--- src/hdl/bps_pkg.sv ---
// ----------------------------------------------------------------------------
// bps_pkg
// Shared types and constants of the best path selector: candidate and
// running-best records, the per-candidate decision, and outcome codes.
// ----------------------------------------------------------------------------
package bps_pkg;

  localparam int unsigned INDEX_W   = 6;
  localparam int unsigned ID_W      = 32;
  localparam int unsigned SEQ_W     = 64;
  localparam int unsigned DIGEST_W  = 64;
  localparam int unsigned HOP_BITS  = 8;
  localparam int unsigned OUTCOME_W = 2;

  // Peer id used for a path that has no peer.
  localparam logic [ID_W-1:0] NO_PEER_ID = '1;

  localparam logic [OUTCOME_W-1:0] OUTCOME_NONE     = 2'd0;
  localparam logic [OUTCOME_W-1:0] OUTCOME_SELECTED = 2'd1;
  localparam logic [OUTCOME_W-1:0] OUTCOME_CONFLICT = 2'd2;

  typedef struct packed {
    logic [INDEX_W-1:0]  path_index;
    logic                eligible;
    logic                from_self;
    logic                has_peer;
    logic [ID_W-1:0]     peer_node_id;
    logic [ID_W-1:0]     origin_id;
    logic [SEQ_W-1:0]    sequence_req;
    logic [DIGEST_W-1:0] payload_digest;
    logic [HOP_BITS-1:0] hop_count;
    logic                is_current;
    logic                last_path;
  } cand_t;

  typedef struct packed {
    logic                have_best;
    logic                best_rank;
    logic [SEQ_W-1:0]    best_seq;
    logic [DIGEST_W-1:0] best_digest;
    logic [INDEX_W-1:0]  best_position;
    logic [HOP_BITS-1:0] best_hops;
    logic [ID_W-1:0]     best_peer;
    logic                best_is_current;
    logic                conflict_seen;
  } best_t;

  // take_lead: new leader by rank or sequence (rank, sequence replaced,
  // conflict cleared). take_path: path fields replaced. set_conflict:
  // same rank and sequence with a different digest.
  typedef struct packed {
    logic            take_lead;
    logic            take_path;
    logic            set_conflict;
    logic            rank;
    logic [ID_W-1:0] peer;
  } decision_t;

endpackage

--- src/hdl/best_path_selector.sv ---
// ----------------------------------------------------------------------------
// best_path_selector
// Picks the best candidate path of a route entry from a stream of candidates,
// one per transaction, and reports one result per entry.
// ----------------------------------------------------------------------------
//
//   channel  direction  handshake              payload
//   -------  ---------  ---------------------  ---------------------------------
//   in       sink       in_valid / in_stall    one candidate path
//   out      source     out_valid / out_stall  outcome, selected_index (per entry)
//   cfg      sink       cfg_wr_en              local_node_id (cfg_wr_data)
//
// One candidate per cycle sustained while in_stall is low; the compare/update
// loop on the best register sets the rate. A candidate is registered on accept
// and, if it closes the entry, its result loads into the output register when
// the staged candidate advances, which also sets out_valid.
// Reset (rst, synchronous) clears the entry state, local_node_id and both
// valid flags. in_stall rises only when the staged candidate closes an entry
// while the output register holds a stalled result.
// ----------------------------------------------------------------------------
module best_path_selector import bps_pkg::*; (
  input  logic                 clk,
  input  logic                 rst,

  input  logic                 cfg_wr_en,
  input  logic [ID_W-1:0]      cfg_wr_data,

  input  logic                 in_valid,
  output logic                 in_stall,
  input  logic [INDEX_W-1:0]   path_index,
  input  logic                 eligible,
  input  logic                 from_self,
  input  logic                 has_peer,
  input  logic [ID_W-1:0]      peer_node_id,
  input  logic [ID_W-1:0]      origin_id,
  input  logic [SEQ_W-1:0]     sequence_req,
  input  logic [DIGEST_W-1:0]  payload_digest,
  input  logic [HOP_BITS-1:0]  hop_count,
  input  logic                 is_current,
  input  logic                 last_path,

  output logic                 out_valid,
  input  logic                 out_stall,
  output logic [OUTCOME_W-1:0] outcome,
  output logic [INDEX_W-1:0]   selected_index
);

  logic [ID_W-1:0]      local_node_id;

  // Input register stage.
  logic                 stage_valid;
  cand_t                stage;
  cand_t                cand_in;

  logic                 out_free;
  logic                 advance;
  logic                 accept;

  decision_t            decision;
  best_t                best;
  logic [OUTCOME_W-1:0] result_outcome;
  logic [INDEX_W-1:0]   result_index;

  assign cand_in = '{
    path_index:         path_index,
    eligible:           eligible,
    from_self:          from_self,
    has_peer:           has_peer,
    peer_node_id:       peer_node_id,
    origin_id:          origin_id,
    sequence_req:       sequence_req,
    payload_digest:     payload_digest,
    hop_count:          hop_count,
    is_current:         is_current,
    last_path:          last_path
  };

  // Output register can take a result if empty or being drained this cycle.
  assign out_free = !out_valid || !out_stall;
  // Advance the staged candidate unless it closes an entry and the result
  // has nowhere to go.
  assign advance  = stage_valid && (!stage.last_path || out_free);
  assign in_stall = stage_valid && !advance;
  assign accept   = in_valid && !in_stall;

  always_ff @(posedge clk) begin
    if (rst) begin
      local_node_id <= '0;
    end else if (cfg_wr_en) begin
      local_node_id <= cfg_wr_data;
    end
  end

  always_ff @(posedge clk) begin
    if (rst) begin
      stage_valid <= 1'b0;
    end else if (accept) begin
      stage_valid <= 1'b1;
    end else if (advance) begin
      stage_valid <= 1'b0;
    end
  end

  // Hold the payload while the stage is stalled.
  always_ff @(posedge clk) begin
    if (accept) begin
      stage <= cand_in;
    end
  end

  bps_eval u_eval (
    .cand            (stage),
    .best            (best),
    .local_node_id   (local_node_id),
    .decision        (decision)
  );

  bps_best u_best (
    .clk            (clk),
    .rst            (rst),
    .advance        (advance),
    .cand           (stage),
    .decision       (decision),
    .best           (best),
    .result_outcome (result_outcome),
    .result_index   (result_index)
  );

  // Output register: load the entry result when the last candidate advances.
  always_ff @(posedge clk) begin
    if (rst) begin
      out_valid <= 1'b0;
    end else if (advance && stage.last_path) begin
      out_valid <= 1'b1;
    end else if (!out_stall) begin
      out_valid <= 1'b0;
    end
  end

  always_ff @(posedge clk) begin
    if (advance && stage.last_path) begin
      outcome        <= result_outcome;
      selected_index <= result_index;
    end
  end

endmodule

--- src/hdl/bps_eval.sv ---
// ----------------------------------------------------------------------------
// bps_eval
// Compare one candidate against the running best and decide the update.
// ----------------------------------------------------------------------------
module bps_eval import bps_pkg::*; (
  input  cand_t            cand,
  input  best_t            best,
  input  logic [ID_W-1:0]  local_node_id,
  output decision_t        decision
);

  logic            rank;
  logic [ID_W-1:0] peer;
  logic            same_rank;
  logic            seq_greater;
  logic            seq_equal;
  logic            tie;
  logic            digest_equal;
  logic            shorter_or_lower;

  always_comb begin
    rank = !(cand.from_self ||
             (cand.has_peer && (cand.peer_node_id == cand.origin_id)));
    if (cand.from_self) begin
      peer = local_node_id;
    end else if (cand.has_peer) begin
      peer = cand.peer_node_id;
    end else begin
      peer = NO_PEER_ID;
    end

    same_rank    = (rank == best.best_rank);
    seq_greater  = (cand.sequence_req > best.best_seq);
    seq_equal    = (cand.sequence_req == best.best_seq);
    digest_equal = (cand.payload_digest == best.best_digest);
    shorter_or_lower = (cand.hop_count < best.best_hops) ||
                       ((cand.hop_count == best.best_hops) && (peer < best.best_peer));

    decision.rank = rank;
    decision.peer = peer;
    decision.take_lead = cand.eligible &&
                         (!best.have_best || (!rank && best.best_rank) ||
                          (same_rank && seq_greater));
    tie = cand.eligible && !decision.take_lead && same_rank && seq_equal;
    decision.set_conflict = tie && !digest_equal;
    decision.take_path = decision.take_lead ||
                         (tie && digest_equal &&
                          (cand.is_current || (!best.best_is_current && shorter_or_lower)));
  end

endmodule

--- src/hdl/bps_best.sv ---
// ----------------------------------------------------------------------------
// bps_best
// Running-best register of the current route entry, with the entry result.
// ----------------------------------------------------------------------------
module bps_best import bps_pkg::*; (
  input  logic                 clk,
  input  logic                 rst,
  input  logic                 advance,
  input  cand_t                cand,
  input  decision_t            decision,
  output best_t                best,
  output logic [OUTCOME_W-1:0] result_outcome,
  output logic [INDEX_W-1:0]   result_index
);

  best_t best_next;

  always_comb begin
    best_next = best;
    if (decision.take_lead) begin
      best_next.have_best     = 1'b1;
      best_next.best_rank     = decision.rank;
      best_next.best_seq      = cand.sequence_req;
      best_next.conflict_seen = 1'b0;
    end
    if (decision.set_conflict) begin
      best_next.conflict_seen = 1'b1;
    end
    if (decision.take_path) begin
      best_next.best_position   = cand.path_index;
      best_next.best_hops       = cand.hop_count;
      best_next.best_peer       = decision.peer;
      best_next.best_digest     = cand.payload_digest;
      best_next.best_is_current = cand.is_current;
    end

    // Result of the entry as it stands after this candidate.
    if (best_next.conflict_seen) begin
      result_outcome = OUTCOME_CONFLICT;
      result_index   = '0;
    end else if (best_next.have_best) begin
      result_outcome = OUTCOME_SELECTED;
      result_index   = best_next.best_position;
    end else begin
      result_outcome = OUTCOME_NONE;
      result_index   = '0;
    end
  end

  // Drop the entry state after its last candidate.
  always_ff @(posedge clk) begin
    if (rst) begin
      best <= '0;
    end else if (advance) begin
      if (cand.last_path) begin
        best <= '0;
      end else begin
        best <= best_next;
      end
    end
  end

endmodule
--- config.mk ---
export PLATFORM = sky130hd
export DESIGN_NAME = best_path_selector
export DESIGN_NICKNAME = d
export VERILOG_FILES = /design/src/hdl/bps_pkg.sv /design/src/hdl/best_path_selector.sv /design/src/hdl/bps_eval.sv /design/src/hdl/bps_best.sv
export SDC_FILE = /design/constraint.sdc
export NUM_CORES = 1
export LEC_CHECK = 0
export ABC_AREA = 1
export ABC_CLOCK_PERIOD_IN_PS = 11400
export BUFFER_PORTS_ARGS = -buffer_cell sky130_fd_sc_hd__clkbuf_2
export CORE_MARGIN = 2
export CORE_UTILIZATION = 52
export CTS_CLUSTER_SIZE = 24
export DETAILED_ROUTE_END_ITERATION = 8
export PLACE_DENSITY = 0.76
export SLEW_MARGIN = 20
export SYNTH_ARGS = -nofsm -noshare
export SYNTH_HDL_FRONTEND = slang
export SYNTH_SLANG_ARGS = --single-unit
--- constraint.sdc ---
create_clock -name clk -period 11.4 [get_ports clk]
set_input_delay 2.28 -clock clk [delete_from_list [all_inputs] [get_ports clk]]
set_output_delay 2.28 -clock clk [all_outputs]
set_load 0.005 [all_outputs]
Word-level counts from Yosys, hierarchy flattened
Index checks and enable logic that the tools add are counted.
- magnitude comparators: 3
- eq/ne operators: 6
- mux-type cells: 12
- bitwise logic cells: 1
- reduce and logical (&&, ||, !) cells: 40
- operator list (operator ; number):
    $mux W178 ; 1
    $eq A64 B64 Y1 ; 2
    $mux W111 ; 1
    $mux W66 ; 1
    $gt A64 B64 Y1 ; 1
    $mux W32 ; 2
    $eq A32 B32 Y1 ; 1
    $lt A32 B32 Y1 ; 1
    $logic_and A1 B1 Y1 ; 16
    $logic_not A1 Y1 ; 10
    $eq A8 B8 Y1 ; 1
    $logic_or A1 B1 Y1 ; 8
    $lt A8 B8 Y1 ; 1
    $mux W1 ; 7
    $reduce_bool A2 Y1 ; 3
    $reduce_and A2 Y1 ; 2
    $ne A2 B1 Y1 const B ; 1
    $reduce_or A2 Y1 ; 1
    $eq A1 B1 Y1 ; 1
    $not A1 Y1 ; 1
- flip-flop bits (word level): 431
- input bits: 248
- output and inout bits: 10
- word-level logic and storage cells: 87

Depth between registers and ports, before layout
Gate-level depths: netlist of run 1.
- depth after elaboration: 17
- mapped depth: 26
- depth with buffers taken out: 24

By module
From an unflattened synthesis of run 1, not the netlist that was laid out.
- cell total of the unflattened synthesis: 1971
- area, all modules: 19174.6 µm²
- by module, submodules not included (module ; times used ; cells an instance ; area an instance (µm²) ; sequential area each (µm²)):
    best_path_selector ; 1 ; 376 ; 7802.5 ; 7257.0
    bps_best ; 1 ; 846 ; 6865.3 ; 3563.4
    bps_eval ; 1 ; 749 ; 4506.8 ; 0.0

Worst setup path before layout of run 1
Ideal clock, no wire load.
- path type: input -> register
- start: in out_stall
- end: reg stage[0] in the netlist's numbering, enable pin
- library setup time: 787 ps
- arrival time: 11298 ps
- data required time: 10613 ps
- path slack: -685 ps
- cell stages on the path: 5
- buffers on the path: 0
- cells stage by stage: nand2_1 -> inv_1 -> nand3_1 -> inv_1 -> nor2_1
- cells in the longest elaborated chain, start to end: 8
- RTL lines (what ; line ; text):
    start: declaration ; best_path_selector.sv:43 ; input logic out_stall,
    $logic_not A1 Y1 ; n/a ;
    $logic_or A1 B1 Y1 ; best_path_selector.sv:79 ; assign out_free = !out_valid || !out_stall;
    $logic_or A1 B1 Y1 ; best_path_selector.sv:82 ; assign advance = stage_valid && (!stage.last_path || out_free);
    $logic_and A1 B1 Y1 ; best_path_selector.sv:82 ;
    $logic_not A1 Y1 ; best_path_selector.sv:83 ; assign in_stall = stage_valid && !advance;
    $logic_and A1 B1 Y1 ; best_path_selector.sv:83 ;
    named net in_stall ; best_path_selector.sv:29 ; output logic in_stall,
    $logic_not A1 Y1 ; best_path_selector.sv:84 ; assign accept = in_valid && !in_stall;
    $logic_and A1 B1 Y1 ; best_path_selector.sv:84 ;
    named net accept ; best_path_selector.sv:57 ; logic accept;
    end signal: assignment ; best_path_selector.sv:107 ; stage <= cand_in;
    end: declaration ; best_path_selector.sv:52 ; cand_t stage;
The timed path passes the listed nets, and every way through them passes these cells.
A chain may end at the register's enable or synchronous reset.

Final worst setup path of run 1
- start: in out_stall
- end: reg, netlist name u_best.best[22]
- cells in the longest elaborated chain, start to end: 5
- RTL lines (what ; line):
    $logic_not A1 Y1 ; n/a
    $logic_or A1 B1 Y1 ; best_path_selector.sv:79
    $logic_or A1 B1 Y1 ; best_path_selector.sv:82
    $logic_and A1 B1 Y1 ; best_path_selector.sv:82
    $reduce_and A2 Y1 (no line) ; n/a
Every way passes these cells.

==> flow_metrics.py, run 1 <==
metrics = {
    "critical_path": {
        "ff2ff_path_depth": 16,
        "ff2ff_setup_slack_ns": 6.68,
        "cpMaxStageDelayCell": "buf_4",
        "r2r-start": "stage[176]$_DFFE_PP_",
        "slowest_delay_ns": 0.77,
        "crit_path_max_fanout": 75,
        "critPathLaunchType": "primary input",
        "crit_top_cell": "nand2_1",
        "end_kind": "flip-flop",
        "required_ns": 11.82,
        "worstPathArrival_ns": 5.77,
        "cp_cell_sequence": "clkbuf_2 -> nand2_1 -> inv_1 -> nand2_1 -> nand2_1 -> inv_4 -> buf_4 -> nand3_4 -> buf_4 -> nand3_1 -> a21oi_1",
        "reg2reg_to": "u_best.best[37]$_SDFFE_PP0P_",
        "critPathKind": "in2reg",
    },
    "synthesis": {
        "syn_inst": 1919,
        "yosysSeqAreaShare_pct": 56.3,
        "synth_fp_nets": 2271,
        "yosys-top-cells-count": "a21oi_1 (227), edfxtp_1 (219), dfxtp_1 (212)",
        "synth_seq_cells": 431,
        "ys_top_cells_by_area": "edfxtp_1 (34%), dfxtp_1 (22%), ha_1 (6.8%), a21oi_1 (5.9%), nand4_1 (4.6%)",
        "synth_most_common_cell": "a21oi_1",
        "synth_edf_count": 219,
        "synth_area_mm2": 0.0192,
        "yosys_most_used_dff": "edfxtp_1",
        "synthArstFlopShare_pct": 0,
        "yosysTopAreaCellShare_pct": 34.2,
        "synth_warnings": 0,
        "synth_cell_types": 44,
        "yosysTopAreaCell": "edfxtp_1",
        "syn_avg_cell_area_um2": 10.0,
    },
    "worst_hold_path": {
        "holdCritStartpoint": "u_best.best[121]$_SDFFE_PP0P_",
        "hold_class": "reg2reg",
        "min_to": "u_best.best[121]$_SDFFE_PP0P_",
        "hold_path_depth": 2,
    },
    "timing": {
        "fin_crit_ns": 5.36,
        "fin_ws_ns": 6.04,
        "finClkSkew_ns": 0.0225,
        "finalSetupViolations": 0,
        "timing.slew.headroom_pct": 32.6,
        "finalCritPeriodShare_pct": 47.0,
        "rsz0062_at_grt": "no",
        "drv_slew": 0,
        "tightest_slew_ns": 1.01,
        "hold_viol_final": 0,
        "holdWs_ns": 0.462,
        "setup_tns_ns": 0,
        "fmax_mhz": 187,
    },
    "job": {
        "maxCapViolCount": 0,
    },
    "place": {
        "port_buffers": 257,
        "hpwl_um": 28400,
        "dp_slack_ns": 5.57,
        "placed_area_mm2": 0.0207,
        "routabilityCongestion": 0.832,
    },
    "drt": {
        "num_vias": 14781,
        "routed.top_layer": "met5",
        "wl_met2_um": 21300,
        "first_pass_iters": 5,
        "drt_wl_total_um": 44300,
        "dr_wl_met3_um": 2760,
        "wl_per_cell_um": 16.9,
        "drt_iter0_drc": 909,
        "final_antenna_net_count": 0,
        "wl_met1_um": 18700,
        "drc": 0,
        "viasPerCell": 5.64,
    },
    "cells_and_area": {
        "syn_to_final_growth_pct": 15.3,
        "fin_nets": 2466,
        "drive_gt1_share_pct": 17.5,
        "fin_area_mm2": 0.0222,
    },
    "cts": {
        "cts_setup_buffers": 0,
        "htreeDepth": 2,
        "clk_path_buf_depth": 3,
        "cts_sinks": 431,
        "cts_resized": 0,
        "holdBufCountCts": 0,
        "cts_root_buf": "clkbuf_16",
        "clkTransAtPathRegs_ns": 0.06,
        "cts_buffers": 45,
        "insertion_delay_ns": 0.57,
        "cts_tree": "done",
    },
    "power_and_ir_drop": {
        "cellPowerDensity_mw_per_mm2": 161,
        "leakage_nw": 8.50,
        "ir_worst_vdd_v": 0.000165,
        "total_power_mw": 3.57,
    },
    "global_route": {
        "grt_overflow": 0,
        "grt_util_all_layers_pct": 22.8,
        "grt_max_degree": 112,
        "grt_first_pass_wirelength_um": 71300,
        "antenna_found_initial": 7,
        "grt_pass1_vias": 14421,
    },
    "outcome": {
        "status": "finished clean",
    },
    "die": {
        "die_w_um": 196,
        "ios": 258,
        "start_util_pct": 52.6,
        "fp.coreArea_mm2": 0.0365,
        "die-area_mm2": 0.0385,
        "die_y_um": 196,
        "row_count": 70,
    },
}
-- cell families (layout without fill, tap and decap cells) --
family          Yosys count  count (layout)  synth area share, %
simple gates            608             608                 16.0
flops                   431             431                 56.3
compound gates          372             372                 10.2
buf+inv                 318             549                 6.81
fa+ha+maj               104             104                 6.77
xor+xnor                 86              86                 3.92
other cells               0               2                    0
-- worst max-delay path, delay by kind of cell --
kind / cells / cell delay, ns
buffers and inverters: 5 / 2.05
AO/OA/AOI/OAI: 1 / 0.08
AND/OR/NAND/NOR: 5 / 1.20
-- through the flow --
step | util (%) | cells
6_report | 60.7 | 2620
5_1_grt | 60.7 | 2620
4_1_cts | 60.7 | 2618
3_5_place_dp | 56.6 | 2535
3_3_place_gp | 56.5 | 2535
2_1_floorplan | - | 1919
-- state kept, by name (all words and copies together) (netlist names) --
register	cells
local_node_id	32
selected_index	6
stage_valid	1
stage	211
out_valid	1
u_best.best	178
outcome	2
-- report_power, final --
group          switching, mW  internal (mW)  total, mW
clock network          0.601          0.899       1.50
registers             0.0455           1.71       1.76
logic                  0.195          0.121      0.316
-- how the worst max path moves through the flow --
stage                    from                           end  slack [ns]  depth (start not counted)
CTS                 out_stall  u_best.best[28]$_SDFFE_PP0P_        6.18                         11
global placement    out_stall  u_best.best[11]$_SDFFE_PP0P_        5.63                         11
finish              out_stall  u_best.best[22]$_SDFFE_PP0P_        6.04                         11
global route        out_stall  u_best.best[28]$_SDFFE_PP0P_        5.90                         11
detailed placement  out_stall  u_best.best[22]$_SDFFE_PP0P_        5.57                         11
floorplan           out_stall            stage[0]$_DFFE_PP_        2.93                          5
-- area by class of cell --
type | instances | area (um2)
Antenna cell | 2 | 5.00
Fill cell | 2941 | 14400
Timing Repair Buffer | 269 | 1380
Clock inverter | 23 | 273
Tap cell | 468 | 586
Inverter | 197 | 744
Sequential cell | 431 | 10800
Clock buffer | 60 | 1230
Multi-Input combinational cell | 1170 | 7130
-- layout by cell type, fill, tap and decap left out, types with 47 or more instances in the layout --
cell,count
clkbuf_2,256
nand3_1,158
nand4_1,142
dfxtp_1,212
nor2_1,114
o21ai_0,57
a21oi_1,227
edfxtp_1,219
inv_1,191
ha_1,104
clkbuf_16,47
nand2_1,131
-- routing by layer --
layer	GRT usage, %	vias to the layer above
li1	-	7164
met1	28.7	7042
met2	38.0	465
met3	4.56	102
met4	9.99	8
met5	0	-
Note: power is estimated with default switching activity, not from simulation.
==> inputs of run 2 (changes only) <==
--- a/config.mk
+++ b/config.mk
@@ -5,8 +5,8 @@
 export SDC_FILE = /design/constraint.sdc
 export NUM_CORES = 1
 export LEC_CHECK = 0
-export ABC_AREA = 1
-export ABC_CLOCK_PERIOD_IN_PS = 11400
+export ABC_AREA = 0
+export ABC_CLOCK_PERIOD_IN_PS = 4720
 export BUFFER_PORTS_ARGS = -buffer_cell sky130_fd_sc_hd__clkbuf_2
 export CORE_MARGIN = 2
 export CORE_UTILIZATION = 52
==> constraint.sdc (replaced) <==
create_clock -name clk -period 4.72 [get_ports clk]
set_input_delay 0.944 -clock clk [delete_from_list [all_inputs] [get_ports clk]]
set_output_delay 0.944 -clock clk [all_outputs]
set_load 0.005 [all_outputs]
==> flow_metrics.py, run 2 <==
metrics = {
    "global_route": {
        "grt_max_degree": 118,
        "grt_use_met2_pct": 38.7,
        "met3_usage_pct": 3.62,
        "grt_pass1_vias": 13537,
        "grt_util_all_layers_pct": 23.2,
        "gr-usage-met1_pct": 30.6,
        "grt-busiest-layer": "met2",
        "grt_overflow": 0,
        "antenna_found_initial": 5,
        "grt_first_pass_wirelength_um": 71300,
    },
    "cts": {
        "cts_setup_buffers": 0,
        "insertion_delay_ns": 0.58,
        "cts_resized": 0,
        "clkTransAtPathRegs_ns": 0.06,
        "cts_buffers": 46,
        "holdBufCountCts": 0,
        "cts_root_buf": "clkbuf_16",
        "clk_path_buf_depth": 3,
        "cts_sinks": 431,
        "cts_tree": "done",
        "htreeDepth": 2,
    },
    "drt": {
        "num_vias": 13398,
        "viasPerCell": 5.60,
        "drt_wl_total_um": 45200,
        "final_antenna_net_count": 0,
        "drc": 0,
        "wl_per_cell_um": 18.9,
        "drt_iter0_drc": 821,
        "first_pass_iters": 5,
    },
    "synthesis": {
        "syn_inst": 1651,
        "synth_seq_cells": 431,
        "yosysTopAreaCell": "edfxtp_1",
        "syn_avg_cell_area_um2": 11.7,
        "synth_fp_nets": 2003,
        "synth_edf_count": 219,
        "yosys-top-cells-count": "edfxtp_1 (219), dfxtp_1 (212), inv_1 (144)",
        "synth_simple_gate_area_share_pct": 8.25,
        "synth.area.mux_share_pct": 7.07,
        "ys_top_cells_by_area": "edfxtp_1 (34%), dfxtp_1 (22%), mux2i_1 (7.1%), ha_1 (6.7%), o211ai_1 (4.6%)",
        "synth_cell_types": 61,
        "synthArstFlopShare_pct": 0,
        "yosys_most_used_dff": "edfxtp_1",
        "synth_area_mm2": 0.0194,
        "synth_most_common_cell": "edfxtp_1",
        "synthAdderAreaFrac_pct": 6.71,
        "yosysSeqAreaShare_pct": 55.8,
        "synthXorXnorAreaFrac_pct": 4.34,
        "synth_top_family_by_area": "compound AO/OA/AOI/OAI gates",
        "synth_warnings": 0,
        "yosysTopAreaCellShare_pct": 33.9,
        "synth-compound-area-share_pct": 12.2,
    },
    "power_and_ir_drop": {
        "cellPowerDensity_mw_per_mm2": 381,
        "ir_worst_vdd_v": 0.000267,
        "leakage_nw": 8.38,
        "total_power_mw": 8.61,
    },
    "die": {
        "die_y_um": 197,
        "fp.coreArea_mm2": 0.0367,
        "die-area_mm2": 0.0388,
        "start_util_pct": 52.8,
        "row_count": 70,
        "ios": 258,
        "die_w_um": 197,
    },
    "cells_and_area": {
        "final_core_util_pct": 61.6,
        "reg_top3": "stage: 211 flops, u_best.best: 178 flops, local_node_id: 32 flops",
        "drive_gt1_share_pct": 19.0,
        "largest-register": "stage",
        "syn_to_final_growth_pct": 16.7,
        "largest_reg_flops": 211,
        "fin_nets": 2233,
        "final_cell_mix": "clkbuf_2 (257), edfxtp_1 (219), dfxtp_1 (212), inv_1 (144), mux2i_1 (137)",
        "final_common_cell": "clkbuf_2",
    },
    "timing": {
        "tightest_slew_ns": 0.826,
        "hold_viol_final": 0,
        "rsz0062_at_grt": "no",
        "holdWs_ns": 0.457,
        "fin_crit_ns": 4.33,
        "finalCritPeriodShare_pct": 91.7,
        "drv_slew": 0,
        "setup_tns_ns": 0,
        "timing.slew.headroom_pct": 44.9,
        "finalSetupViolations": 0,
        "fmax_mhz": 231,
        "finClkSkew_ns": 0.0295,
    },
    "worst_hold_path": {
        "holdCritStartpoint": "u_best.best[21]$_SDFFE_PP0P_",
        "hold_class": "reg2reg",
    },
    "critical_path": {
        "r2r-start": "stage[202]$_DFFE_PP_",
        "critPathLaunchType": "flip-flop",
        "cp-startpoint": "stage[202]$_DFFE_PP_",
        "crit_path_max_fanout": 38,
        "end_kind": "flip-flop",
        "worstPathArrival_ns": 4.83,
        "required_ns": 5.22,
        "critPathKind": "reg2reg",
    },
    "place": {
        "port_buffers": 257,
        "hpwl_um": 30500,
        "routabilityCongestion": 0.828,
    },
    "outcome": {
        "status": "finished clean",
    },
    "job": {
        "maxCapViolCount": 0,
    },
}
-- run 2: cell count changes after synthesis, moves of 41 or more --
cell	previous run	this run
a21oi_1	227	73
nand3_1	159	15
mux2i_1	0	137
o211ai_1	2	120
nand4_1	142	45
nor2_1	115	47
a22o_1	0	64
inv_1	192	144
o21ai_0	57	16
-- run 2: worst paths after layout --
| kind | end | slack, ns | depth (start not counted) |
|---|---|---|---|
| min | u_best.best[21]$_SDFFE_PP0P_ | 0.46 | 2 |
| max reg2reg | u_best.best[85]$_SDFFE_PP0P_ | 0.39 | 13 |
| max | u_best.best[85]$_SDFFE_PP0P_ | 0.39 | 13 |
| min reg2reg | u_best.best[21]$_SDFFE_PP0P_ | 0.46 | 2 |
-- run 2: kinds of logic after synthesis --
kind of cell	Yosys count
fa+ha+maj	104
simple gates	316
flops	431
compound gates	327
xor+xnor	96
buf+inv	240
mux	137
-- run 2: through the flow --
| step | cells | setup WS (ns) | cell area [um2] |
|---|---|---|---|
| 2_1_floorplan | 1651 | 0.639 | 19400 |
| 3_3_place_gp | 2300 | 0.630 | 21000 |
| 3_5_place_dp | 2301 | 0.464 | 21100 |
| 4_1_cts | 2387 | 0.441 | 22600 |
| 5_1_grt | 2391 | 0.174 | 22600 |
| 6_report | 2391 | 0.392 | 22600 |
-- run 2: cell type report --
| type | instances | area [um2] |
|---|---|---|
| multi-input combinational | 980 | 7520 |
| antenna | 4 | 10.0 |
| timing repair buffer | 277 | 1580 |
| clock buffer | 58 | 1240 |
| inverter | 145 | 546 |
| tap | 468 | 586 |
| clock inverter | 28 | 318 |
| sequential | 431 | 10800 |
| fill | 2841 | 14100 |
-- run 2: routing by layer --
layer	routed length (um)	vias up	part of all wire, %
met4	1280	2	2.8
met1	20100	6493	44
met3	2280	85	5.0
li1	-	6474	-
met2	21600	344	48
met5	17	-	0.038
-- run 2: critical path, cell delays in order, from the launching register on --
cell and delay (ns):
edfxtp_1 0.70, buf_4 0.30, nor3b_1 0.21, a21oi_1 0.09, ha_1 0.33, a21oi_1 0.17
o21ai_0 0.16, a221o_1 0.33, a211o_1 0.28, o221ai_1 0.57, o21a_4 0.48, buf_12 0.27
o211ai_1 0.11, mux2i_1 0.19
-- run 2: power by group --
part	switching [mW]	internal, mW	leakage, nW	total, mW
combinational	0.395	0.312	3.77	0.708
sequential	0.104	4.11	3.86	4.21
clock	1.50	2.20	0.752	3.69
total	2.00	6.62	8.38	8.61
